`config.mk`:
```
export PLATFORM = sky130hd
export DESIGN_NAME = printable_run_extractor_core_flat
export DESIGN_NICKNAME = d
export VERILOG_FILES = /design/src/hdl/pre_pkg.sv /design/src/hdl/pre_channels.sv /design/src/hdl/pre_ram.sv /design/src/hdl/pre_ctrl.sv /design/src/hdl/pre_dp.sv /design/src/hdl/printable_run_extractor_core.sv /design/src/flat_wrapper.sv
export SDC_FILE = /design/constraint.sdc
export NUM_CORES = 1
export LEC_CHECK = 0
export BUFFER_PORTS_ARGS = -buffer_cell sky130_fd_sc_hd__buf_2
export CAP_MARGIN = 10
export CORE_ASPECT_RATIO = 1.25
export CORE_UTILIZATION = 50
export DETAILED_ROUTE_END_ITERATION = 12
export HOLD_SLACK_MARGIN = 0.03
export PLACE_DENSITY = 0.64
export RECOVER_POWER = 100
export SETUP_SLACK_MARGIN = 0.02
export SYNTH_ARGS = -nofsm -noshare
export SYNTH_HDL_FRONTEND = slang
export SYNTH_SLANG_ARGS = --single-unit
```
`constraint.sdc`:
```
create_clock -name clock -period 3.65 [get_ports clock]
set_input_delay 0.73 -clock clock [delete_from_list [all_inputs] [get_ports clock]]
set_output_delay 0.73 -clock clock [all_outputs]
set_load 0.1 [all_outputs]
```
`src/hdl/pre_pkg.sv`:
```
`timescale 1ns / 1ps
// ---------------------------------------------------------------------------
// Printable run extractor package
// Shared widths, character constants and the controller/datapath structs.
// ---------------------------------------------------------------------------
package pre_pkg;

   localparam int BYTE_W    = 8;
   localparam int MIN_LEN_W = 6;

   localparam logic [BYTE_W-1:0]    CHAR_LF       = 8'd10;
   localparam logic [BYTE_W-1:0]    CHAR_CR       = 8'd13;
   localparam logic [BYTE_W-1:0]    PRINT_LO      = 8'd32;
   localparam logic [BYTE_W-1:0]    PRINT_HI      = 8'd126;
   localparam logic [MIN_LEN_W-1:0] MIN_LEN_RESET = 6'd10;

   typedef enum logic [1:0] {
      SEL_INPUT,
      SEL_BUFFER,
      SEL_TERM
   } out_sel_type;

   typedef struct packed {
      logic        take;         // an input transfer happens this cycle
      logic        run_advance;  // store the byte and extend the run
      logic        run_clear;    // close the run
      logic        idx_clear;
      logic        idx_inc;
      logic        out_load;
      out_sel_type out_sel;
      logic        out_last;
   } cmd_type;

   typedef struct packed {
      logic byte_ok;
      logic eos;
      logic eos_held;
      logic passing;
      logic fills;
      logic idx_last;
      logic out_free;
   } status_type;

endpackage

```
`src/hdl/pre_channels.sv`:
```
`timescale 1ns / 1ps
// ---------------------------------------------------------------------------
// Printable run extractor channels
// Valid/ready interfaces for the byte input and the result output.
// ---------------------------------------------------------------------------
interface pre_req_if;
   logic       valid;
   logic       ready;
   logic [7:0] in_byte;
   logic       end_of_stream;

   modport source (output valid, output in_byte, output end_of_stream, input ready);
   modport sink   (input valid, input in_byte, input end_of_stream, output ready);
endinterface

interface pre_rsp_if;
   logic       valid;
   logic       ready;
   logic [7:0] out_byte;
   logic       is_terminator;
   logic       last_of_burst;

   modport source (output valid, output out_byte, output is_terminator,
                    output last_of_burst, input ready);
   modport sink   (input valid, input out_byte, input is_terminator,
                   input last_of_burst, output ready);
endinterface

```
`src/hdl/pre_ram.sv`:
```
`timescale 1ns / 1ps
// ---------------------------------------------------------------------------
// Generic RAM
// One write port and one read port with registered read data.
// ---------------------------------------------------------------------------
module pre_ram #(
   parameter int WIDTH = 8,
   parameter int DEPTH = 32
) (
   input  logic                                   clock,
   input  logic                                   wr_en,
   input  logic [((DEPTH > 1) ? $clog2(DEPTH) : 1)-1:0] wr_addr,
   input  logic [WIDTH-1:0]                       wr_data,
   input  logic [((DEPTH > 1) ? $clog2(DEPTH) : 1)-1:0] rd_addr,
   output logic [WIDTH-1:0]                       rd_data
);

   logic [WIDTH-1:0] mem_ff [DEPTH];
   logic [WIDTH-1:0] rd_data_ff;

   always_ff @(posedge clock) begin
      if (wr_en) begin
         mem_ff[wr_addr] <= wr_data;
      end
      rd_data_ff <= mem_ff[rd_addr];
   end

   assign rd_data = rd_data_ff;

endmodule

```
`src/hdl/pre_ctrl.sv`:
```
`timescale 1ns / 1ps
// ---------------------------------------------------------------------------
// Printable run extractor controller
// Sequences input transfers, the buffer drain burst and terminators.
// ---------------------------------------------------------------------------
module pre_ctrl
   import pre_pkg::*;
(
   input  logic       clock,
   input  logic       reset,
   input  logic       req_valid,
   output logic       req_ready,
   input  status_type status,
   output cmd_type    cmd
);

   typedef enum logic [1:0] {
      ST_IDLE,
      ST_PRIME,
      ST_DRAIN,
      ST_TERM
   } state_type;

   state_type state_ff, state_in;

   assign req_ready = (state_ff == ST_IDLE) && status.out_free;

   always_comb begin
      cmd      = '0;
      cmd.out_sel = SEL_INPUT;
      state_in = state_ff;
      case (state_ff)
         ST_IDLE: begin
            if (req_valid && status.out_free) begin
               cmd.take = 1'b1;
               if (status.byte_ok && status.passing) begin
                  cmd.out_load = 1'b1;
                  cmd.out_sel  = SEL_INPUT;
                  cmd.out_last = !status.eos;
                  if (status.eos) begin
                     cmd.run_clear = 1'b1;
                     state_in      = ST_TERM;
                  end
               end else if (status.byte_ok) begin
                  cmd.run_advance = 1'b1;
                  if (status.fills) begin
                     cmd.idx_clear = 1'b1;
                     state_in      = ST_PRIME;
                  end else if (status.eos) begin
                     cmd.run_clear = 1'b1;
                  end
               end else begin
                  cmd.run_clear = 1'b1;
                  if (status.passing) begin
                     cmd.out_load = 1'b1;
                     cmd.out_sel  = SEL_TERM;
                     cmd.out_last = 1'b1;
                  end
               end
            end
         end
         // The buffer read address settles here, so the first byte is ready in the drain.
         ST_PRIME: begin
            state_in = ST_DRAIN;
         end
         ST_DRAIN: begin
            if (status.out_free) begin
               cmd.out_load = 1'b1;
               cmd.out_sel  = SEL_BUFFER;
               cmd.idx_inc  = 1'b1;
               cmd.out_last = status.idx_last && !status.eos_held;
               if (status.idx_last) begin
                  if (status.eos_held) begin
                     cmd.run_clear = 1'b1;
                     state_in      = ST_TERM;
                  end else begin
                     state_in = ST_IDLE;
                  end
               end
            end
         end
         ST_TERM: begin
            if (status.out_free) begin
               cmd.out_load = 1'b1;
               cmd.out_sel  = SEL_TERM;
               cmd.out_last = 1'b1;
               state_in     = ST_IDLE;
            end
         end
         default: begin
            state_in = ST_IDLE;
         end
      endcase
   end

   always_ff @(posedge clock) begin
      if (reset) begin
         state_ff <= ST_IDLE;
      end else begin
         state_ff <= state_in;
      end
   end

endmodule

```
`src/hdl/pre_dp.sv`:
```
`timescale 1ns / 1ps
// ---------------------------------------------------------------------------
// Printable run extractor datapath
// Run buffer, run length, drain index, minimum length register and result
// output register.
// ---------------------------------------------------------------------------
module pre_dp
   import pre_pkg::*;
#(
   parameter int MAX_MIN_LENGTH = 32
) (
   input  logic                 clock,
   input  logic                 reset,
   input  logic [BYTE_W-1:0]    in_byte,
   input  logic                 end_of_stream,
   input  logic                 csr_write_enable,
   input  logic [MIN_LEN_W-1:0] csr_write_data,
   output logic                 rsp_valid,
   input  logic                 rsp_ready,
   output logic [BYTE_W-1:0]    out_byte,
   output logic                 is_terminator,
   output logic                 last_of_burst,
   input  cmd_type              cmd,
   output status_type           status
);

   localparam int ADDR_W = (MAX_MIN_LENGTH > 1) ? $clog2(MAX_MIN_LENGTH) : 1;
   localparam int LEN_W  = $clog2(MAX_MIN_LENGTH + 1);

   logic [MIN_LEN_W-1:0] min_length_ff;
   logic [LEN_W-1:0]     run_length_ff, run_length_in;
   logic                 passing_ff, passing_in;
   logic [ADDR_W-1:0]    idx_ff, idx_in;
   logic                 eos_ff;
   logic                 rsp_valid_ff;
   logic [BYTE_W-1:0]    out_byte_ff;
   logic                 term_ff;
   logic                 last_ff;

   logic [LEN_W-1:0]     eff_min;
   logic [LEN_W-1:0]     len_after;
   logic                 can_store;
   logic                 byte_ok;
   logic [BYTE_W-1:0]    buf_data;

   always_comb begin
      if (min_length_ff == '0) begin
         eff_min = LEN_W'(1);
      end else if ({1'b0, min_length_ff} > (MIN_LEN_W + 1)'(MAX_MIN_LENGTH)) begin
         eff_min = LEN_W'(MAX_MIN_LENGTH);
      end else begin
         eff_min = LEN_W'(min_length_ff);
      end
   end

   assign byte_ok = ((in_byte >= PRINT_LO) && (in_byte <= PRINT_HI)) ||
                    (in_byte == CHAR_LF) || (in_byte == CHAR_CR);

   assign can_store = run_length_ff < LEN_W'(MAX_MIN_LENGTH);
   assign len_after = can_store ? run_length_ff + LEN_W'(1) : run_length_ff;

   always_comb begin
      run_length_in = run_length_ff;
      passing_in    = passing_ff;
      if (cmd.run_clear) begin
         run_length_in = '0;
         passing_in    = 1'b0;
      end else if (cmd.run_advance) begin
         run_length_in = len_after;
         if (len_after >= eff_min) begin
            passing_in = 1'b1;
         end
      end
   end

   always_comb begin
      idx_in = idx_ff;
      if (cmd.idx_clear) begin
         idx_in = '0;
      end else if (cmd.idx_inc) begin
         idx_in = idx_ff + ADDR_W'(1);
      end
   end

   // The read address runs one step ahead so that the registered data matches idx_ff.
   pre_ram #(
      .WIDTH (BYTE_W),
      .DEPTH (MAX_MIN_LENGTH)
   ) u_run_buffer (
      .clock   (clock),
      .wr_en   (cmd.run_advance && can_store),
      .wr_addr (run_length_ff[ADDR_W-1:0]),
      .wr_data (in_byte),
      .rd_addr (idx_in),
      .rd_data (buf_data)
   );

   always_ff @(posedge clock) begin
      if (reset) begin
         min_length_ff <= MIN_LEN_RESET;
         run_length_ff <= '0;
         passing_ff    <= 1'b0;
         rsp_valid_ff  <= 1'b0;
      end else begin
         if (csr_write_enable) begin
            min_length_ff <= csr_write_data;
         end
         run_length_ff <= run_length_in;
         passing_ff    <= passing_in;
         if (cmd.out_load) begin
            rsp_valid_ff <= 1'b1;
         end else if (rsp_ready) begin
            rsp_valid_ff <= 1'b0;
         end
      end
   end

   always_ff @(posedge clock) begin
      idx_ff <= idx_in;
      if (cmd.take) begin
         eos_ff <= end_of_stream;
      end
      if (cmd.out_load) begin
         last_ff <= cmd.out_last;
         case (cmd.out_sel)
            SEL_INPUT: begin
               out_byte_ff <= in_byte;
               term_ff     <= 1'b0;
            end
            SEL_BUFFER: begin
               out_byte_ff <= buf_data;
               term_ff     <= 1'b0;
            end
            SEL_TERM: begin
               out_byte_ff <= CHAR_LF;
               term_ff     <= 1'b1;
            end
            default: begin
               out_byte_ff <= CHAR_LF;
               term_ff     <= 1'b1;
            end
         endcase
      end
   end

   assign rsp_valid     = rsp_valid_ff;
   assign out_byte      = out_byte_ff;
   assign is_terminator = term_ff;
   assign last_of_burst = last_ff;

   assign status.byte_ok  = byte_ok;
   assign status.eos      = end_of_stream;
   assign status.eos_held = eos_ff;
   assign status.passing  = passing_ff;
   assign status.fills    = len_after >= eff_min;
   assign status.idx_last = (LEN_W'(idx_ff) + LEN_W'(1)) == run_length_ff;
   assign status.out_free = !rsp_valid_ff || rsp_ready;

endmodule

```
`src/hdl/printable_run_extractor_core.sv`:
```
`timescale 1ns / 1ps
// ---------------------------------------------------------------------------
// Printable run extractor core
// Passes on every run of printable bytes (32 to 126, LF, CR) that reaches
// the programmed minimum length, each followed by a newline terminator.
//
//   Channel  | Dir | Handshake         | Payload
//   ---------+-----+-------------------+----------------------------------
//   req_ch   | in  | valid / ready     | in_byte, end_of_stream
//   rsp_ch   | out | valid / ready     | out_byte, is_terminator, last_of_burst
//   csr_*    | in  | write enable only | min_length (6 bits)
//
// A passing byte goes straight to the result register; a byte that is only
// buffered goes to the run buffer. A completing byte starts the drain: a
// prime state sets up the registered RAM read, then one buffered byte per
// cycle goes out while the output is free. An end-of-stream terminator has
// its own state. Reset clears the run state and loads min_length with 10;
// the buffer needs no clearing. A stalled output holds the next input back.
// ---------------------------------------------------------------------------
module printable_run_extractor_core
   import pre_pkg::*;
#(
   parameter int MAX_MIN_LENGTH = 32
) (
   input  logic                 clock,
   input  logic                 reset,
   pre_req_if.sink              req_ch,
   pre_rsp_if.source            rsp_ch,
   input  logic                 csr_write_enable,
   input  logic [MIN_LEN_W-1:0] csr_write_data
);

   cmd_type    cmd;
   status_type status;

   pre_ctrl u_ctrl (
      .clock     (clock),
      .reset     (reset),
      .req_valid (req_ch.valid),
      .req_ready (req_ch.ready),
      .status    (status),
      .cmd       (cmd)
   );

   pre_dp #(
      .MAX_MIN_LENGTH (MAX_MIN_LENGTH)
   ) u_dp (
      .clock            (clock),
      .reset            (reset),
      .in_byte          (req_ch.in_byte),
      .end_of_stream    (req_ch.end_of_stream),
      .csr_write_enable (csr_write_enable),
      .csr_write_data   (csr_write_data),
      .rsp_valid        (rsp_ch.valid),
      .rsp_ready        (rsp_ch.ready),
      .out_byte         (rsp_ch.out_byte),
      .is_terminator    (rsp_ch.is_terminator),
      .last_of_burst    (rsp_ch.last_of_burst),
      .cmd              (cmd),
      .status           (status)
   );

endmodule

```
`src/flat_wrapper.sv`:
```
// flat-port wrapper written by rule: the top's interface ports become plain ports
module printable_run_extractor_core_flat import pre_pkg::*;
#(
   parameter int MAX_MIN_LENGTH = 32
)
  (clock, reset, csr_write_enable, csr_write_data, req_ch_valid, req_ch_in_byte, req_ch_end_of_stream, req_ch_ready, rsp_ch_valid, rsp_ch_out_byte, rsp_ch_is_terminator, rsp_ch_last_of_burst, rsp_ch_ready);
  pre_req_if req_ch_i ();
  pre_rsp_if rsp_ch_i ();
  input  logic clock;
  input  logic reset;
  input  logic csr_write_enable;
  input  logic [MIN_LEN_W-1:0] csr_write_data;
  input wire logic [$bits(req_ch_i.valid)-1:0] req_ch_valid;
  input wire logic [$bits(req_ch_i.in_byte)-1:0] req_ch_in_byte;
  input wire logic [$bits(req_ch_i.end_of_stream)-1:0] req_ch_end_of_stream;
  output wire logic [$bits(req_ch_i.ready)-1:0] req_ch_ready;
  output wire logic [$bits(rsp_ch_i.valid)-1:0] rsp_ch_valid;
  output wire logic [$bits(rsp_ch_i.out_byte)-1:0] rsp_ch_out_byte;
  output wire logic [$bits(rsp_ch_i.is_terminator)-1:0] rsp_ch_is_terminator;
  output wire logic [$bits(rsp_ch_i.last_of_burst)-1:0] rsp_ch_last_of_burst;
  input wire logic [$bits(rsp_ch_i.ready)-1:0] rsp_ch_ready;
  assign req_ch_i.valid = req_ch_valid;
  assign req_ch_i.in_byte = req_ch_in_byte;
  assign req_ch_i.end_of_stream = req_ch_end_of_stream;
  assign req_ch_ready = req_ch_i.ready;
  assign rsp_ch_valid = rsp_ch_i.valid;
  assign rsp_ch_out_byte = rsp_ch_i.out_byte;
  assign rsp_ch_is_terminator = rsp_ch_i.is_terminator;
  assign rsp_ch_last_of_burst = rsp_ch_i.last_of_burst;
  assign rsp_ch_i.ready = rsp_ch_ready;
  printable_run_extractor_core #(.MAX_MIN_LENGTH(MAX_MIN_LENGTH)) u_core (.clock(clock), .reset(reset), .req_ch(req_ch_i), .rsp_ch(rsp_ch_i), .csr_write_enable(csr_write_enable), .csr_write_data(csr_write_data));
endmodule
```
Word-level counts from Yosys, hierarchy flattened

Memories as Yosys holds them, arrays and structs flattened. A register that Yosys moved wholly into a read port is not among the register bits.
Cells that the tools add are included.

Word-level logic and storage cells: 98
Bits in registers: 32
RAM bits: 256
Memories: 1
Latch bits: 0
Bits of input ports: 20
Bits in read-only memories: 0

Div/mod/pow operators: 0
Add/subtract/negate cells: 3
Reduce and logical (&&, ||, !) cells: 20
Mux-type cells: 45
Multipliers: 0
$lt $le $gt $ge: 5
Shift operators: 0
Equal/unequal tests: 14
Bitwise gates (word level): 0

Memory list:

| memory                          | depth | bits a word | read ports | clocked after memory_dff | wr ports | line          | text |
|---|---|---|---|---|---|---|---|
| u_core.u_dp.u_run_buffer.mem_ff | 32    | 8           | 1          | 1                        | 1        | pre_ram.sv:18 | `logic [WIDTH-1:0] mem_ff [DEPTH];` |

Operator list:

| cell                  | count |
|---|---|
| $mux W4               | 6 |
| $mux W2               | 10 |
| $mux W1               | 19 |
| $mux W6               | 3 |
| $eq A8 B4 Y1 const B  | 2 |
| $pmux W8 S2           | 1 |
| $mux W5               | 3 |
| $pmux W4 S3           | 1 |
| $ge A8 B6 Y1 const B  | 1 |
| $le A8 B7 Y1 const B  | 1 |
| $pmux W2 S4           | 1 |
| $reduce_and A7 Y1     | 1 |
| $add A5 B1 Y6 const B | 1 |
| $add A6 B1 Y6 const B | 1 |
| $eq A6 B6 Y1          | 1 |
| $ge A6 B6 Y1          | 1 |
| $gt A6 B6 Y1 const B  | 1 |
| $logic_and A1 B1 Y1   | 6 |
| $logic_not A6 Y1      | 1 |
| $lt A6 B6 Y1 const B  | 1 |
| $ne A2 B2 Y1 const B  | 3 |
| $add A5 B1 Y5 const B | 1 |
| $eq A2 B1 Y1 const B  | 2 |
| $eq A2 B2 Y1 const B  | 2 |
| other kinds (11)      | 17 |

Logic depth before layout (Yosys ltp)

Gate-level depths: netlist (run 1).

Word-level depth: 12
Mapped depth: 15
Mapped depth without buffers: 13

Modules after synthesis

From an unflattened synthesis (run 1), not the netlist that was laid out.

Cells, all modules: 629
Area total of the unflattened synthesis: 12011.5 µm²

Modules (own cells, without submodules):

| module   | cells an instance | area each (µm²) | instances | sequential area each (µm²) |
|---|---|---|---|---|
| pre_ram  | 417               | 10053.4         | 1         | 7847.5 |
| pre_dp   | 175               | 1675.4          | 1         | 710.7 |
| pre_ctrl | 37                | 282.8           | 1         | 40.0 |

Worst setup path before layout (run 1)

No wires, ideal clock.

Kind: flip-flop to output port
Start point: register u_core.u_dp.rsp_valid_ff, in the netlist u_core.u_dp.rsp_valid
End point: output req_ch_ready
Data arrival time: 3.086 ns
Required time: 2.920 ns
Path buffers: 0
Slack: -0.166 ns
Cell stages (with the launch flop): 3
Cells stage by stage: dfxtp_1 -> and2b_1 -> nor3_1

Cells in the longest elaborated chain, start to end: 3

Ends and longest elaborated chain:

| item                     | line               | text |
|---|---|---|
| start: declaration       | pre_dp.sv:35       | `logic rsp_valid_ff;` |
| start signal: assignment | pre_dp.sv:103      | `rsp_valid_ff <= 1'b0;` |
| start signal: assignment | pre_dp.sv:111      | `rsp_valid_ff <= 1'b1;` |
| start signal: assignment | pre_dp.sv:113      | `rsp_valid_ff <= 1'b0;` |
| $logic_not A1 Y1         | pre_dp.sv:157      | `assign status.out_free = !rsp_valid_ff \|\| rsp_ready;` |
| $logic_or A1 B1 Y1       | pre_dp.sv:157      |  |
| $logic_and A1 B1 Y1      | pre_ctrl.sv:26     | `assign req_ready = (state_ff == ST_IDLE) && status.out_free;` |
| end: declaration         | flat_wrapper.sv:16 | `output wire logic [$bits(req_ch_i.ready)-1:0] req_ch_ready;` |

No other way between the ends.

Final worst setup path (run 1)

Start point: register u_core.u_dp.run_length_ff[1]
End point: register u_core.u_dp.u_run_buffer.rd_data_ff[0], in the netlist u_core.u_dp.u_run_buffer.rd_data[0], read port of u_core.u_dp.u_run_buffer.mem_ff

Cells in the longest elaborated chain, start to end: 9
Elaborated cells on any way between the ends: 10
Those cells by class: 1 x add/sub; 2 x order compare; 7 x mux

Ends and longest elaborated chain:

| item                                          | line                       | text |
|---|---|---|
| start: declaration                            | pre_dp.sv:31               | `logic [LEN_W-1:0] run_length_ff, run_length_in;` |
| start signal: assignment                      | pre_dp.sv:108              | `run_length_ff <= run_length_in;` |
| $add A6 B1 Y6 or $lt A6 B6 Y1 (tied branches) | pre_dp.sv:60, pre_dp.sv:59 |  |
| $mux W6 (*)                                   | pre_dp.sv:60               | `assign len_after = can_store ? run_length_ff + LEN_W'(1) : run_length_ff;` |
| named net u_core.u_dp.len_after[1]            | pre_dp.sv:41               | `logic [LEN_W-1:0] len_after;` |
| $ge A6 B6 Y1 (*)                              | pre_dp.sv:155              | `assign status.fills = len_after >= eff_min;` |
| $mux W1 (*)                                   | pre_ctrl.sv:46             | `if (status.fills) begin` |
| $mux W1 (*)                                   | pre_ctrl.sv:44             | `end else if (status.byte_ok) begin` |
| $mux W1 (*)                                   | pre_ctrl.sv:36             | `if (status.byte_ok && status.passing) begin` |
| $mux W4 (*)                                   | pre_ctrl.sv:34             | `if (req_valid && status.out_free) begin` |
| $mux W1 (*)                                   | pre_ctrl.sv:32             | `case (state_ff)` |
| $mux W5 (*)                                   | pre_dp.sv:78               | `if (cmd.idx_clear) begin` |
| named net u_core.u_dp.idx_in[3]               | pre_dp.sv:33               | `logic [ADDR_W-1:0] idx_ff, idx_in;` |
| end: declaration                              | pre_ram.sv:19              | `logic [WIDTH-1:0] rd_data_ff;` |

Mark *: on every way through the listed nets, which the timed path passes. The rest lies on a longest branch.
A chain may end at the register's enable or synchronous reset.

==> results of run 1 <==
cell usage in the layout (no fill, tap or decap), types with 13 or more instances in the layout:
cell / n
sky130_fd_sc_hd__a22oi_1: 20
sky130_fd_sc_hd__mux2i_1: 31
sky130_fd_sc_hd__edfxtp_1: 267
sky130_fd_sc_hd__dfxtp_1: 29
sky130_fd_sc_hd__mux2_2: 13
sky130_fd_sc_hd__o21ai_0: 34
sky130_fd_sc_hd__buf_4: 37
sky130_fd_sc_hd__nor2_1: 97
sky130_fd_sc_hd__o211ai_1: 19
sky130_fd_sc_hd__a221oi_1: 33
sky130_fd_sc_hd__inv_1: 13
sky130_fd_sc_hd__clkbuf_16: 29
sky130_fd_sc_hd__nand3_1: 28
sky130_fd_sc_hd__clkbuf_1: 67
sky130_fd_sc_hd__nand2_1: 105
sky130_fd_sc_hd__a211oi_1: 14
sky130_fd_sc_hd__a21oi_1: 54
worst max-delay path by stage:
stage / cells after the start / end
final: 12 / u_core.u_dp.u_run_buffer.rd_data[0]
after floorplan: 13 / u_core.u_dp.u_run_buffer.rd_data[1]
after global placement: 9 / u_core.u_dp.u_run_buffer.mem_ff[23][3]
after global routing: 12 / u_core.u_dp.u_run_buffer.rd_data[2]
after detailed placement: 9 / u_core.u_dp.u_run_buffer.mem_ff[23][4]
after CTS: 12 / u_core.u_dp.u_run_buffer.rd_data[5]
per-stage QoR:
| step | util [%] | total power [mW] |
|---|---|---|
| after floorplan | - | 5.68 |
| after global placement | 55.3 | 6.63 |
| after detailed placement | 55.3 | 6.65 |
| after CTS | 59.1 | 9.60 |
| after global routing | 58.3 | 9.96 |
| final | 58.3 | 9.59 |
power by group:
part / internal (mW) / leakage, nW / switching (mW) / total [mW]
clock: 1.73 / 0.468 / 1.25 / 2.98
sequential: 3.79 / 2.64 / 0.0605 / 3.85
combinational: 1.01 / 1.73 / 1.75 / 2.76
state kept, by name, summed over array words and instances (netlist names):
name                              flops
u_core.u_dp.min_length_ff             6
u_core.u_dp.last_of_burst             1
u_core.u_dp.eos_ff                    1
u_core.u_dp.run_length_ff             6
u_core.u_dp.idx_ff                    5
u_core.u_dp.is_terminator             1
u_core.u_dp.passing_ff                1
u_core.u_dp.u_run_buffer.mem_ff     256
u_core.u_dp.out_byte                  8
u_core.u_ctrl.state_ff                2
u_core.u_dp.u_run_buffer.rd_data      8
u_core.u_dp.rsp_valid                 1
cells in the mapped netlist, types with 3 or more instances:
| library cell | instances |
|---|---|
| sky130_fd_sc_hd__nand3b_1 | 3 |
| sky130_fd_sc_hd__o221ai_1 | 7 |
| sky130_fd_sc_hd__or3_1 | 5 |
| sky130_fd_sc_hd__nand3_1 | 28 |
| sky130_fd_sc_hd__xor2_1 | 4 |
| sky130_fd_sc_hd__nor3_2 | 3 |
| sky130_fd_sc_hd__mux4_2 | 5 |
| sky130_fd_sc_hd__buf_4 | 3 |
| sky130_fd_sc_hd__nand4_1 | 4 |
| sky130_fd_sc_hd__nor2_1 | 96 |
| sky130_fd_sc_hd__o211a_1 | 3 |
| sky130_fd_sc_hd__a221oi_1 | 33 |
| sky130_fd_sc_hd__o21ai_1 | 4 |
| sky130_fd_sc_hd__edfxtp_1 | 267 |
| sky130_fd_sc_hd__xnor2_1 | 12 |
| sky130_fd_sc_hd__a211oi_1 | 14 |
| sky130_fd_sc_hd__nor2_2 | 4 |
| sky130_fd_sc_hd__o22ai_1 | 12 |
| sky130_fd_sc_hd__a22oi_1 | 20 |
| sky130_fd_sc_hd__clkbuf_1 | 19 |
| sky130_fd_sc_hd__nor3_1 | 5 |
| sky130_fd_sc_hd__buf_2 | 25 |
| sky130_fd_sc_hd__a32oi_1 | 3 |
| sky130_fd_sc_hd__nand2_1 | 105 |
| sky130_fd_sc_hd__mux2_2 | 13 |
| sky130_fd_sc_hd__o221a_2 | 3 |
| sky130_fd_sc_hd__o21ai_0 | 33 |
| sky130_fd_sc_hd__a31oi_1 | 5 |
| sky130_fd_sc_hd__a21oi_1 | 54 |
| sky130_fd_sc_hd__mux2i_1 | 31 |
| sky130_fd_sc_hd__dfxtp_1 | 29 |
| sky130_fd_sc_hd__nand2b_1 | 4 |
| sky130_fd_sc_hd__ha_1 | 11 |
| sky130_fd_sc_hd__o211ai_1 | 19 |
| sky130_fd_sc_hd__inv_1 | 13 |
cell families (layout without fill, tap and decap cells):
family	count (synthesis)	in the layout	share of synthesized area, %
and+or+nand+nor	275	275	9.70
buffers and inverters	65	181	2.38
AOI/OAI and AO/OA	233	233	12.8
muxes	49	49	4.50
DFF	296	296	67.9
xor gates and xnor gates	19	19	1.58
adders and majority gates	11	11	1.09
area by class of cell:
| class | instances | area (µm²) |
|---|---|---|
| clock buffers | 32 | 737 |
| clock inverters | 22 | 211 |
| fillers | 2054 | 10300 |
| inverters | 14 | 52.6 |
| multi-input cells | 587 | 3780 |
| flip-flops and latches | 296 | 8600 |
| well taps | 330 | 413 |
| repair buffers | 113 | 593 |
worst max-delay path, delay by kind of cell, from the launching register on:
| kind | cells | cell delay, ns |
|---|---|---|
| AO/OA/AOI/OAI | 5 | 0.96 |
| adder cells (fa/ha/maj) | 2 | 0.48 |
| buffers and inverters | 1 | 0.13 |
| flip-flops | 1 | 0.46 |
| multiplexers | 1 | 0.29 |
| AND/OR/NAND/NOR | 3 | 1.08 |
metal layers:
metal | up-vias | global-route usage, % | routed length [µm]
met4 | 0 | 9.68 | 1160
met5 | - | 0 | 0
li1 | 3841 | - | -
met3 | 67 | 3.33 | 2140
met1 | 4185 | 35.4 | 13500
met2 | 338 | 43.6 | 16500
==> metrics.csv, run 1 <==
stage,metric,value,unit
sta,min_period,3.46,ns
synthesis,synth_top_cell_area_share,63.3,%
global_routing,number_of_antenna_violations_at_the_first_check_in_global_routing,0,
drt,routed-via-count,8431,
layout,stdcell_count,1394,
cts,cts_buffers,29,
die,pin_count,32,
sta,hold-worst-slack,0.396,ns
placement,placed_cells_incl_taps,1340,
cts,clkTransAtPathRegs,0.06,ns
placement,port_buffers,31,
cts,htree_levels,1,
critical_path,timing.critical_path.slowest_stage_cell,sky130_fd_sc_hd__nor2_1,
critical_path,worst_path_most_repeated_cell,sky130_fd_sc_hd__ha_1,
synthesis,number_of_synthesis_warnings,0,
synthesis,dominantRegCellSynth,sky130_fd_sc_hd__edfxtp_1,
critical_path,slowest_stage_delay_cp,0.63,ns
layout,final_design_area_no_fill,14400,µm²
cts,cts_setup_buffers,0,
synthesis,ys_seq_elements,296,
synthesis,synthCells,948,
cts,tritoncts,built,
outcome,failed_checks,"max-capacitance violations, max-slew violations",
outcome,run_status,finished with violations,
die,rows,64,
synthesis,synth-edff-count,267,
synthesis,asyncSetResetFlopFracSynth,0,%
layout,nNetsFinal,1072,
cts,holdBufCountCts,0,
cts,insertion_delay,0.55,ns
critical_path,regToRegStartpoint,u_core.u_dp.run_length_ff[1],
cts,clock_sinks,296,
placement,detailedPlace.worstSlack,0.128,ns
sta,setup_repair_after_global_routing_missed_its_margin,false,
critical_path,crit_required,4.14,ns
synthesis,avgSynthCellArea,13.4,µm²
drt,drt-initial-drc-count,759,
layout,layout-drive-gt1-share,13.2,%
placement,dp_hpwl,22.4,mm
cts,clock_tree.buffer_depth,3,
critical_path,crit_path_cell_trace,"inv_1, ha_1, mux2_2, ha_1, a21o_1, a31oi_1, o21ai_2, and3_4, nor2_1, nand2_1, o22ai_1, o211a_1",
hold_path,hold_path_startpoint,csr_write_data[1],
pwr,worst_ir_drop_vdd,0.405,mV
critical_path,critPathCaptureType,register,
global_routing,tot_gr_track_use,26.3,%
drt,finalWirelength,33.2,mm
layout,antenna_cells,0,
sta,setup_total_negative_slack,0,ns
critical_path,timing.setup.critical_path_class,reg -> reg,
critical_path,crit_path_start,u_core.u_dp.run_length_ff[1],
synthesis,synth_area_leaders,"sky130_fd_sc_hd__edfxtp_1, sky130_fd_sc_hd__dfxtp_1, sky130_fd_sc_hd__nand2_1",
drt,route.detailed.vias_per_inst,6.05,
synthesis,synth.distinct_cells,74,
drt,drt-pass1-iter-count,5,
synthesis,postSynthNetCount,979,
global_routing,grt_first_pass_wirelength,50.1,mm
die,die_x,144,µm
critical_path,rrSetupSlack,0.19,ns
sta,achievable-frequency,289,MHz
sta,final-hold-violation-count,0,
sta,fin_crit_sh,94.8,%
sta,worstMarginPinSlew,1.91,ns
sta,final_slew_viol_count,229,
sta,slew_headroom,-27.4,%
critical_path,crit_path_max_fanout,9,
hold_path,timing.hold.worst_endpoint,u_core.u_dp.min_length_ff[1],
die,initial_core_util,51.3,%
flow_run,cap_violations,7,
critical_path,r2r_cells,12,
pwr,pwr_density_cell,667,nW/µm²
hold_path,number_of_cells_on_the_worst_hold_path,3,
synthesis,netlist_area,12700,µm²
die,die_height,180,µm
critical_path,regToRegEndpoint,u_core.u_dp.u_run_buffer.rd_data[0],
global_routing,grt_start_max_net_pins,48,
synthesis,seq_area_frac_synth,67.9,%
pwr,total_leakage_power,4.84,nW
cts,cts-root-buf,sky130_fd_sc_hd__clkbuf_16,
placement,gpl.final_weighted_congestion,0.869,
layout,layout_area_growth_over_synthesis,13.6,%
hold_path,worstHoldPathType,in -> reg,
critical_path,timing.critical_path.arrival,3.95,ns
cts,cts.repair.resized,0,
sta,fin_skew,0.00600,ns
drt,post_drt_wl_per_cell,23.8,µm
sta,setup_viols_final,0,
drt,drc,0,
critical_path,setup.worst_path.start_class,register,
sta,fin_ws,0.189,ns
global_routing,grt.overflow.total,0,
synthesis,library_cell_with_the_largest_summed_area_after_synthesis,sky130_fd_sc_hd__edfxtp_1,
placement,place_area,13600,µm²
global_routing,first_global_vias,8188,
die,design.die.area,26000,µm²
die,floorplan.core_area,24700,µm²
drt,ant_nets,0,
No activity file was read; power rests on OpenSTA's default activity.
==> run 2: changes to the inputs <==
Settings changed: SETUP_SLACK_MARGIN 0.02 to 0.3.
==> run 2 against run 1 <==
  * The flow still finishes with violations (max-capacitance violations, max-slew violations)
  * Wire length is essentially flat
  * Utilization grew 0.71 points
  * Setup slack gained 0.10 ns
==> metrics.csv, run 2 (synthesis results as in run 1) <==
stage,metric,value,unit,change
sta,min_period,3.36,ns,was 3.46 ns
critical_path,cp.buffers_inverters,3,,was 1
pwr,power.sequential.fraction,40.0,%,was 40.1%
critical_path,crit_path_max_fanout,16,,was 9
cts,clkTransAtPathRegs,0.06,ns,about the same
pwr,pwr_density_cell,661,nW/µm²,was 667 nW/µm²
critical_path,regToRegStartpoint,u_core.u_dp.run_length_ff[1],,unchanged
drt,routed-via-count,8384,,was 8431
flow_run,cap_violations,7,,unchanged
layout,antenna_cells,0,,unchanged
cts,holdBufCountCts,0,,unchanged
sta,fin_ws,0.291,ns,was 0.189 ns
sta,final_slew_viol_count,229,,unchanged
critical_path,timing.critical_path.arrival,3.55,ns,was 3.95 ns
pwr,power.internal,6.55,mW,was 6.53 mW
global_routing,grt.overflow.total,0,,unchanged
cts,clock_sinks,296,,unchanged
layout,largest-register,u_core.u_dp.u_run_buffer.mem_ff,,unchanged
layout,layout_common_cells,"sky130_fd_sc_hd__edfxtp_1, sky130_fd_sc_hd__nand2_1, sky130_fd_sc_hd__nor2_1, sky130_fd_sc_hd__buf_4, sky130_fd_sc_hd__a21oi_1",,"was sky130_fd_sc_hd__edfxtp_1, sky130_fd_sc_hd__nand2_1, sky130_fd_sc_hd__nor2_1, sky130_fd_sc_hd__clkbuf_1, sky130_fd_sc_hd__a21oi_1"
sta,setup_repair_after_global_routing_missed_its_margin,false,,unchanged
cts,insertion_delay,0.55,ns,about the same
pwr,total_leakage_power,4.98,nW,was 4.84 nW
layout,nNetsFinal,1074,,was 1072
drt,met2WireLength,16.5,mm,about the same
die,initial_core_util,51.3,%,unchanged
critical_path,regToRegEndpoint,u_core.u_dp.u_run_buffer.rd_data[6],,was u_core.u_dp.u_run_buffer.rd_data[0]
sta,final-hold-violation-count,0,,unchanged
cts,tritoncts,built,,unchanged
critical_path,cp_delay_by_family_top,simple AND/OR/NAND/NOR gates,,unchanged
global_routing,grt_start_max_net_pins,48,,unchanged
cts,clock_tree.buffer_depth,3,,unchanged
pwr,clkPwrFrac,31.0,%,was 31.1%
placement,gpl.final_weighted_congestion,0.869,,unchanged
layout,layout_area_growth_over_synthesis,15.0,%,was 13.6%
drt,drt-pass1-iter-count,5,,unchanged
drt,wl_met1,13.2,mm,was 13.5 mm
sta,setup_viols_final,0,,unchanged
placement,placed_cells_incl_taps,1340,,unchanged
die,pin_count,32,,unchanged
die,floorplan.core_area,24700,µm²,unchanged
sta,hold-worst-slack,0.399,ns,was 0.396 ns
critical_path,rrSetupSlack,0.37,ns,was 0.19 ns
critical_path,worst_path_most_repeated_cell,sky130_fd_sc_hd__clkbuf_1,,was sky130_fd_sc_hd__ha_1
drt,finalWirelength,33.2,mm,about the same
drt,drt-initial-drc-count,724,,was 759
die,die_height,180,µm,unchanged
die,die_x,144,µm,unchanged
critical_path,crit_required,3.84,ns,was 4.14 ns
drt,highest-signal-layer,met4,,unchanged
pwr,worst_ir_drop_vdd,0.408,mV,was 0.405 mV
outcome,run_status,finished with violations,,unchanged
hold_path,worstHoldPathType,in -> reg,,unchanged
layout,utilization,59.0,%,was 58.3%
cts,cts_buffers,29,,unchanged
critical_path,path_depth,10,,was 12
cts,cts-root-buf,sky130_fd_sc_hd__clkbuf_16,,unchanged
critical_path,timing.critical_path.slowest_stage_cell,sky130_fd_sc_hd__clkbuf_1,,was sky130_fd_sc_hd__nor2_1
global_routing,tot_gr_track_use,26.3,%,about the same
outcome,failed_checks,"max-capacitance violations, max-slew violations",,unchanged
critical_path,critPathCaptureType,register,,unchanged
sta,fin_skew,0.00716,ns,was 0.00600 ns
drt,route.met3.wl,2.32,mm,was 2.14 mm
critical_path,crit_path_cell_trace,"clkbuf_1, clkbuf_1, o21bai_1, a31oi_1, a21o_4, nand2_1, nor2_1, nand2_1, nor2_1, clkbuf_1",,"was inv_1, ha_1, mux2_2, ha_1, a21o_1, a31oi_1, o21ai_2, and3_4, nor2_1, nand2_1, o22ai_1, o211a_1"
global_routing,number_of_antenna_violations_at_the_first_check_in_global_routing,0,,unchanged
layout,stdcell_count,1396,,was 1394
layout,final_design_area_no_fill,14600,µm²,was 14400 µm²
sta,slew_headroom,-26.6,%,was -27.4%
placement,detailedPlace.worstSlack,0.128,ns,unchanged
sta,achievable-frequency,298,MHz,was 289 MHz
critical_path,timing.setup.critical_path_class,in -> reg,,was reg -> reg
layout,layout-drive-gt1-share,16.6,%,was 13.2%
layout,fillCellCount,2022,,was 2054
global_routing,first_global_vias,8205,,was 8188
placement,place_area,13600,µm²,unchanged
pwr,sw_frac_of_total,31.9,%,was 31.8%
pwr,power_switching,3.07,mW,was 3.05 mW
drt,post_drt_wl_per_cell,23.8,µm,about the same
placement,dp_hpwl,22.4,mm,unchanged
critical_path,slowest_stage_delay_cp,0.40,ns,was 0.63 ns
cts,htree_levels,1,,unchanged
critical_path,r2r_cells,12,,unchanged
critical_path,setup.worst_path.start_class,primary input,,was register
layout,largest_register_ffs,256,,unchanged
die,design.die.area,26000,µm²,unchanged
critical_path,endpoint,u_core.u_dp.u_run_buffer.mem_ff[0][1],,was u_core.u_dp.u_run_buffer.rd_data[0]
die,rows,64,,unchanged
global_routing,grt_first_pass_wirelength,50.1,mm,about the same
drt,ant_nets,0,,unchanged
placement,port_buffers,31,,unchanged
drt,route.detailed.vias_per_inst,6.01,,was 6.05
critical_path,crit_path_start,req_ch_in_byte[7],,was u_core.u_dp.run_length_ff[1]
pwr,totalPowerFinal,9.62,mW,was 9.59 mW
sta,fin_crit_sh,92.0,%,was 94.8%
layout,layout.cells.most_common,sky130_fd_sc_hd__edfxtp_1,,unchanged
sta,setup_total_negative_slack,0,ns,unchanged
pwr,comb_power_share,29.0,%,was 28.8%
sta,worstMarginPinSlew,1.90,ns,was 1.91 ns
drt,drc,0,,unchanged
run 2: cell types whose count changed in the layout (fill, tap and decap cells not counted), sizes merged:
cell    delta
buf       +29
clkbuf    -27
run 2: power by group through the flow:
| stage | Sequential (mW) | Combinational, mW | Clock, mW |
|---|---|---|---|
| 4_1_cts | 3.84 | 2.75 | 3.02 |
| 2_1_floorplan | 3.90 | 1.78 | 0 |
| 3_5_place_dp | 3.91 | 2.73 | 0 |
| 3_3_place_gp | 3.91 | 2.72 | 0 |
| 5_1_grt | 3.86 | 3.01 | 3.14 |
| 6_report | 3.85 | 2.79 | 2.98 |
run 2: what timing repair did:
item                                    in CTS  in global routing
gates resized for setup                      1                 10
endpoints found under the hold margin        0                  0
buffers inserted                             0                  2
pin swaps                                    0                  2
endpoints found under the setup margin       3                  7
run 2: metal layers:
metal  up-vias  global-route usage [%]
li1       3848                       -
met1      4104                    35.3
met4         0                    10.0
met2       360                    43.4
met5         -                       0
met3        72                    3.54
run 2: worst min-delay path by stage:
stage / startpoint / slack, ns / depth (start not counted) / to
3_3_place_gp: u_core.u_dp.min_length_ff[0] / 0.48 / 2 / u_core.u_dp.min_length_ff[0]
2_1_floorplan: u_core.u_dp.min_length_ff[0] / 0.46 / 2 / u_core.u_dp.min_length_ff[0]
3_5_place_dp: u_core.u_dp.u_run_buffer.rd_data[2] / 0.50 / 2 / u_core.u_dp.out_byte[2]
4_1_cts: csr_write_data[1] / 0.38 / 3 / u_core.u_dp.min_length_ff[1]
5_1_grt: csr_write_data[3] / 0.40 / 3 / u_core.u_dp.min_length_ff[3]
6_report: csr_write_data[1] / 0.40 / 3 / u_core.u_dp.min_length_ff[1]
run 2: layout make-up:
type	count	area, µm²	area share (%)
clock buffers	32	737	5.06
clock inverters	22	211	1.45
inverters	14	52.6	0.361
multi-input cells	587	3830	26.3
flip-flops and latches	296	8600	59.1
well taps	330	413	2.84
repair buffers	115	711	4.88
run 2: worst min-delay path, stage by stage:
cell and delay, ns:
sky130_fd_sc_hd__buf_2 0.08, sky130_fd_sc_hd__mux2i_1 0.05, sky130_fd_sc_hd__nand2_1 0.06
==> run 3: changes to the inputs <==
Settings changed: BUFFER_PORTS_ARGS -buffer_cell sky130_fd_sc_hd__buf_2 to default, DONT_BUFFER_PORTS from default to 1, PLACE_DENSITY 0.64 to 0.63.
==> run 3 against run 2 <==
  * Wire length shrank 1.4%
  * Cell area is 1.9% lower
  * Clock-buffer cell count increased by 12
  * Utilization fell by 1.1 points
  * Register-to-register slack worse by 0.04 ns
  * The run now ends clean
  * Sequential share of layout area grew 1.1 points
  * Clock power about the same
  * Via count fell by 1.5%
==> metrics.csv, run 3 (synthesis results as in run 1) <==
stage,metric,value,unit,change
outcome,run_status,completed,,was finished with violations
cts,cts-root-buf,sky130_fd_sc_hd__clkbuf_16,,unchanged
sta,fin_crit_sh,91.0,%,was 92.0%
die,rows,64,,unchanged
critical_path,crit_required,4.09,ns,was 3.84 ns
sta,min_period,3.32,ns,was 3.36 ns
critical_path,regToRegStartpoint,u_core.u_dp.run_length_ff[0],,was u_core.u_dp.run_length_ff[1]
critical_path,setup.worst_path.start_class,register,,was primary input
sta,setup_repair_after_global_routing_missed_its_margin,false,,unchanged
layout,nNetsFinal,1031,,was 1074
sta,final-hold-violation-count,0,,unchanged
cts,holdBufCountCts,0,,unchanged
critical_path,regToRegEndpoint,u_core.u_dp.u_run_buffer.rd_data[4],,was u_core.u_dp.u_run_buffer.rd_data[6]
cts,clock_sinks,296,,unchanged
global_routing,grt_start_max_net_pins,41,,was 48
drt,finalWirelength,32.8,mm,was 33.2 mm
drt,post_drt_wl_per_cell,24.2,µm,was 23.8 µm
placement,gpl.final_weighted_congestion,0.854,,was 0.869
critical_path,worst_path_most_repeated_cell,sky130_fd_sc_hd__ha_1,,was sky130_fd_sc_hd__clkbuf_1
flow_run,cap_violations,0,,was 7
critical_path,timing.critical_path.arrival,3.76,ns,was 3.55 ns
layout,largest-register,u_core.u_dp.u_run_buffer.mem_ff,,unchanged
die,die_height,180,µm,unchanged
sta,setup_viols_final,0,,unchanged
drt,drt-initial-drc-count,867,,was 724
placement,port_buffers,0,,was 31
placement,dp_hpwl,20.9,mm,was 22.4 mm
cts,tritoncts,built,,unchanged
die,floorplan.core_area,24700,µm²,unchanged
drt,routed-via-count,8257,,was 8384
critical_path,crit_path_max_fanout,11,,was 16
layout,layout_common_cells,"sky130_fd_sc_hd__edfxtp_1, sky130_fd_sc_hd__nand2_1, sky130_fd_sc_hd__nor2_1, sky130_fd_sc_hd__a21oi_1, sky130_fd_sc_hd__clkbuf_1",,"was sky130_fd_sc_hd__edfxtp_1, sky130_fd_sc_hd__nand2_1, sky130_fd_sc_hd__nor2_1, sky130_fd_sc_hd__buf_4, sky130_fd_sc_hd__a21oi_1"
sta,fin_skew,0.00966,ns,was 0.00716 ns
layout,antenna_cells,0,,unchanged
cts,clock_tree.buffer_depth,3,,unchanged
critical_path,rrSetupSlack,0.33,ns,was 0.37 ns
drt,drt-pass1-iter-count,5,,unchanged
cts,htree_levels,1,,unchanged
drt,ant_nets,0,,unchanged
layout,layout-drive-gt1-share,12.7,%,was 16.6%
layout,fillCellCount,2060,,was 2022
critical_path,slowest_stage_delay_cp,0.51,ns,was 0.40 ns
die,design.die.area,26000,µm²,unchanged
global_routing,grt.overflow.total,0,,unchanged
layout,largest_register_ffs,256,,unchanged
die,initial_core_util,51.3,%,unchanged
cts,cts_buffers,29,,unchanged
critical_path,r2r_cells,11,,was 12
global_routing,grt_first_pass_wirelength,48.7,mm,was 50.1 mm
drt,drc,0,,unchanged
sta,final_slew_viol_count,0,,was 229
pwr,totalPowerFinal,9.46,mW,was 9.62 mW
global_routing,number_of_antenna_violations_at_the_first_check_in_global_routing,0,,unchanged
layout,layout.cells.most_common,sky130_fd_sc_hd__edfxtp_1,,unchanged
pwr,total_leakage_power,4.76,nW,was 4.98 nW
critical_path,crit_path_cell_trace,"inv_1, ha_1, mux2_2, ha_1, a21o_1, a31oi_1, o21ai_4, and3_4, nor3_2, a211oi_1, o221a_1",,"was clkbuf_1, clkbuf_1, o21bai_1, a31oi_1, a21o_4, nand2_1, nor2_1, nand2_1, nor2_1, clkbuf_1"
global_routing,first_global_vias,8038,,was 8205
sta,achievable-frequency,301,MHz,was 298 MHz
global_routing,tot_gr_track_use,25.8,%,was 26.3%
die,die_x,144,µm,unchanged
drt,route.detailed.vias_per_inst,6.10,,was 6.01
critical_path,critPathCaptureType,register,,unchanged
critical_path,timing.critical_path.slowest_stage_cell,sky130_fd_sc_hd__nor3_2,,was sky130_fd_sc_hd__clkbuf_1
hold_path,timing.hold.worst_endpoint,u_core.u_dp.min_length_ff[2],,was u_core.u_dp.min_length_ff[1]
cts,clkTransAtPathRegs,0.07,ns,was 0.06 ns
cts,insertion_delay,0.55,ns,about the same
critical_path,timing.setup.critical_path_class,reg -> reg,,was in -> reg
sta,setup_total_negative_slack,0,ns,unchanged
pwr,worst_ir_drop_vdd,0.421,mV,was 0.408 mV
sta,slew_headroom,21.4,%,was -26.6%
die,pin_count,32,,unchanged
pwr,pwr_density_cell,662,nW/µm²,was 661 nW/µm²
hold_path,number_of_cells_on_the_worst_hold_path,1,,was 3
layout,layout_area_growth_over_synthesis,12.8,%,was 15.0%
sta,worstMarginPinSlew,1.18,ns,was 1.90 ns
hold_path,hold_path_startpoint,reset,,was csr_write_data[1]
hold_path,worstHoldPathType,in -> reg,,unchanged
[run 3: worst max-delay path: cells and delay by family, from the launching register on]
family,cells,cell delay [ns]
AO/OA/AOI/OAI,5,1.03
adder cells (fa/ha/maj),2,0.50
buffers and inverters,1,0.11
flip-flops,1,0.49
multiplexers,1,0.28
AND/OR/NAND/NOR,2,0.80
[run 3: layer usage]
| layer | GRT usage, % | part of all wire [%] | vias up |
|---|---|---|---|
| met3 | 3.86 | 6.8 | 90 |
| met5 | 0 | 0 | - |
| met2 | 42.1 | 49 | 360 |
| li1 | - | - | 3756 |
| met1 | 33.8 | 39 | 4051 |
| met4 | 11.9 | 4.6 | 0 |
[run 3: through the flow]
step / worst slack [ns] / instance area, µm² / utilization [%] / cells / hold WS, ns
floorplan: 0.501 / 12700 / - / 948 / 0.461
global placement: 0.298 / 13400 / 54.3 / 1296 / 0.476
detailed placement: 0.241 / 13400 / 54.3 / 1296 / 0.490
CTS: 0.321 / 14400 / 58.2 / 1350 / 0.231
global route: 0.202 / 14300 / 57.9 / 1353 / 0.234
finish: 0.330 / 14300 / 57.9 / 1353 / 0.246
[run 3: power breakdown]
group | internal [mW] | switching (mW) | total (mW)
Sequential | 3.79 | 0.117 | 3.90
Combinational | 0.983 | 1.60 | 2.59
Clock | 1.73 | 1.24 | 2.97
Total | 6.50 | 2.96 | 9.46
[run 3: layout make-up]
cell class,count,area (µm²),area share [%]
timing repair buffer,71,415,2.91
clock inverter,10,113,0.788
multi-input combinational,588,3850,26.9
clock buffer,44,842,5.90
inverter,14,52.6,0.368
sequential,296,8600,60.2
tap,330,413,2.89
[run 3: how the worst max path moves through the flow]
stage                                      start                                   to  slack [ns]  cells after the start
floorplan           u_core.u_dp.run_length_ff[0]  u_core.u_dp.u_run_buffer.rd_data[1]        0.50                     13
global placement                    rsp_ch_ready  u_core.u_dp.u_run_buffer.rd_data[3]        0.30                      8
detailed placement  u_core.u_dp.run_length_ff[0]  u_core.u_dp.u_run_buffer.rd_data[2]        0.24                     12
CTS                 u_core.u_dp.run_length_ff[1]  u_core.u_dp.u_run_buffer.rd_data[3]        0.32                     13
global route        u_core.u_dp.run_length_ff[0]  u_core.u_dp.u_run_buffer.rd_data[6]        0.20                     12
finish              u_core.u_dp.run_length_ff[0]  u_core.u_dp.u_run_buffer.rd_data[4]        0.33                     11
[run 3: what timing repair did]
item                                    4_1_cts  5_1_grt
buffers inserted                              0        2
hold endpoints to repair                      0        0
resized for setup                             3       10
cloned                                        0        1
endpoints found under the setup margin        8        5
pin swaps                                     0        2
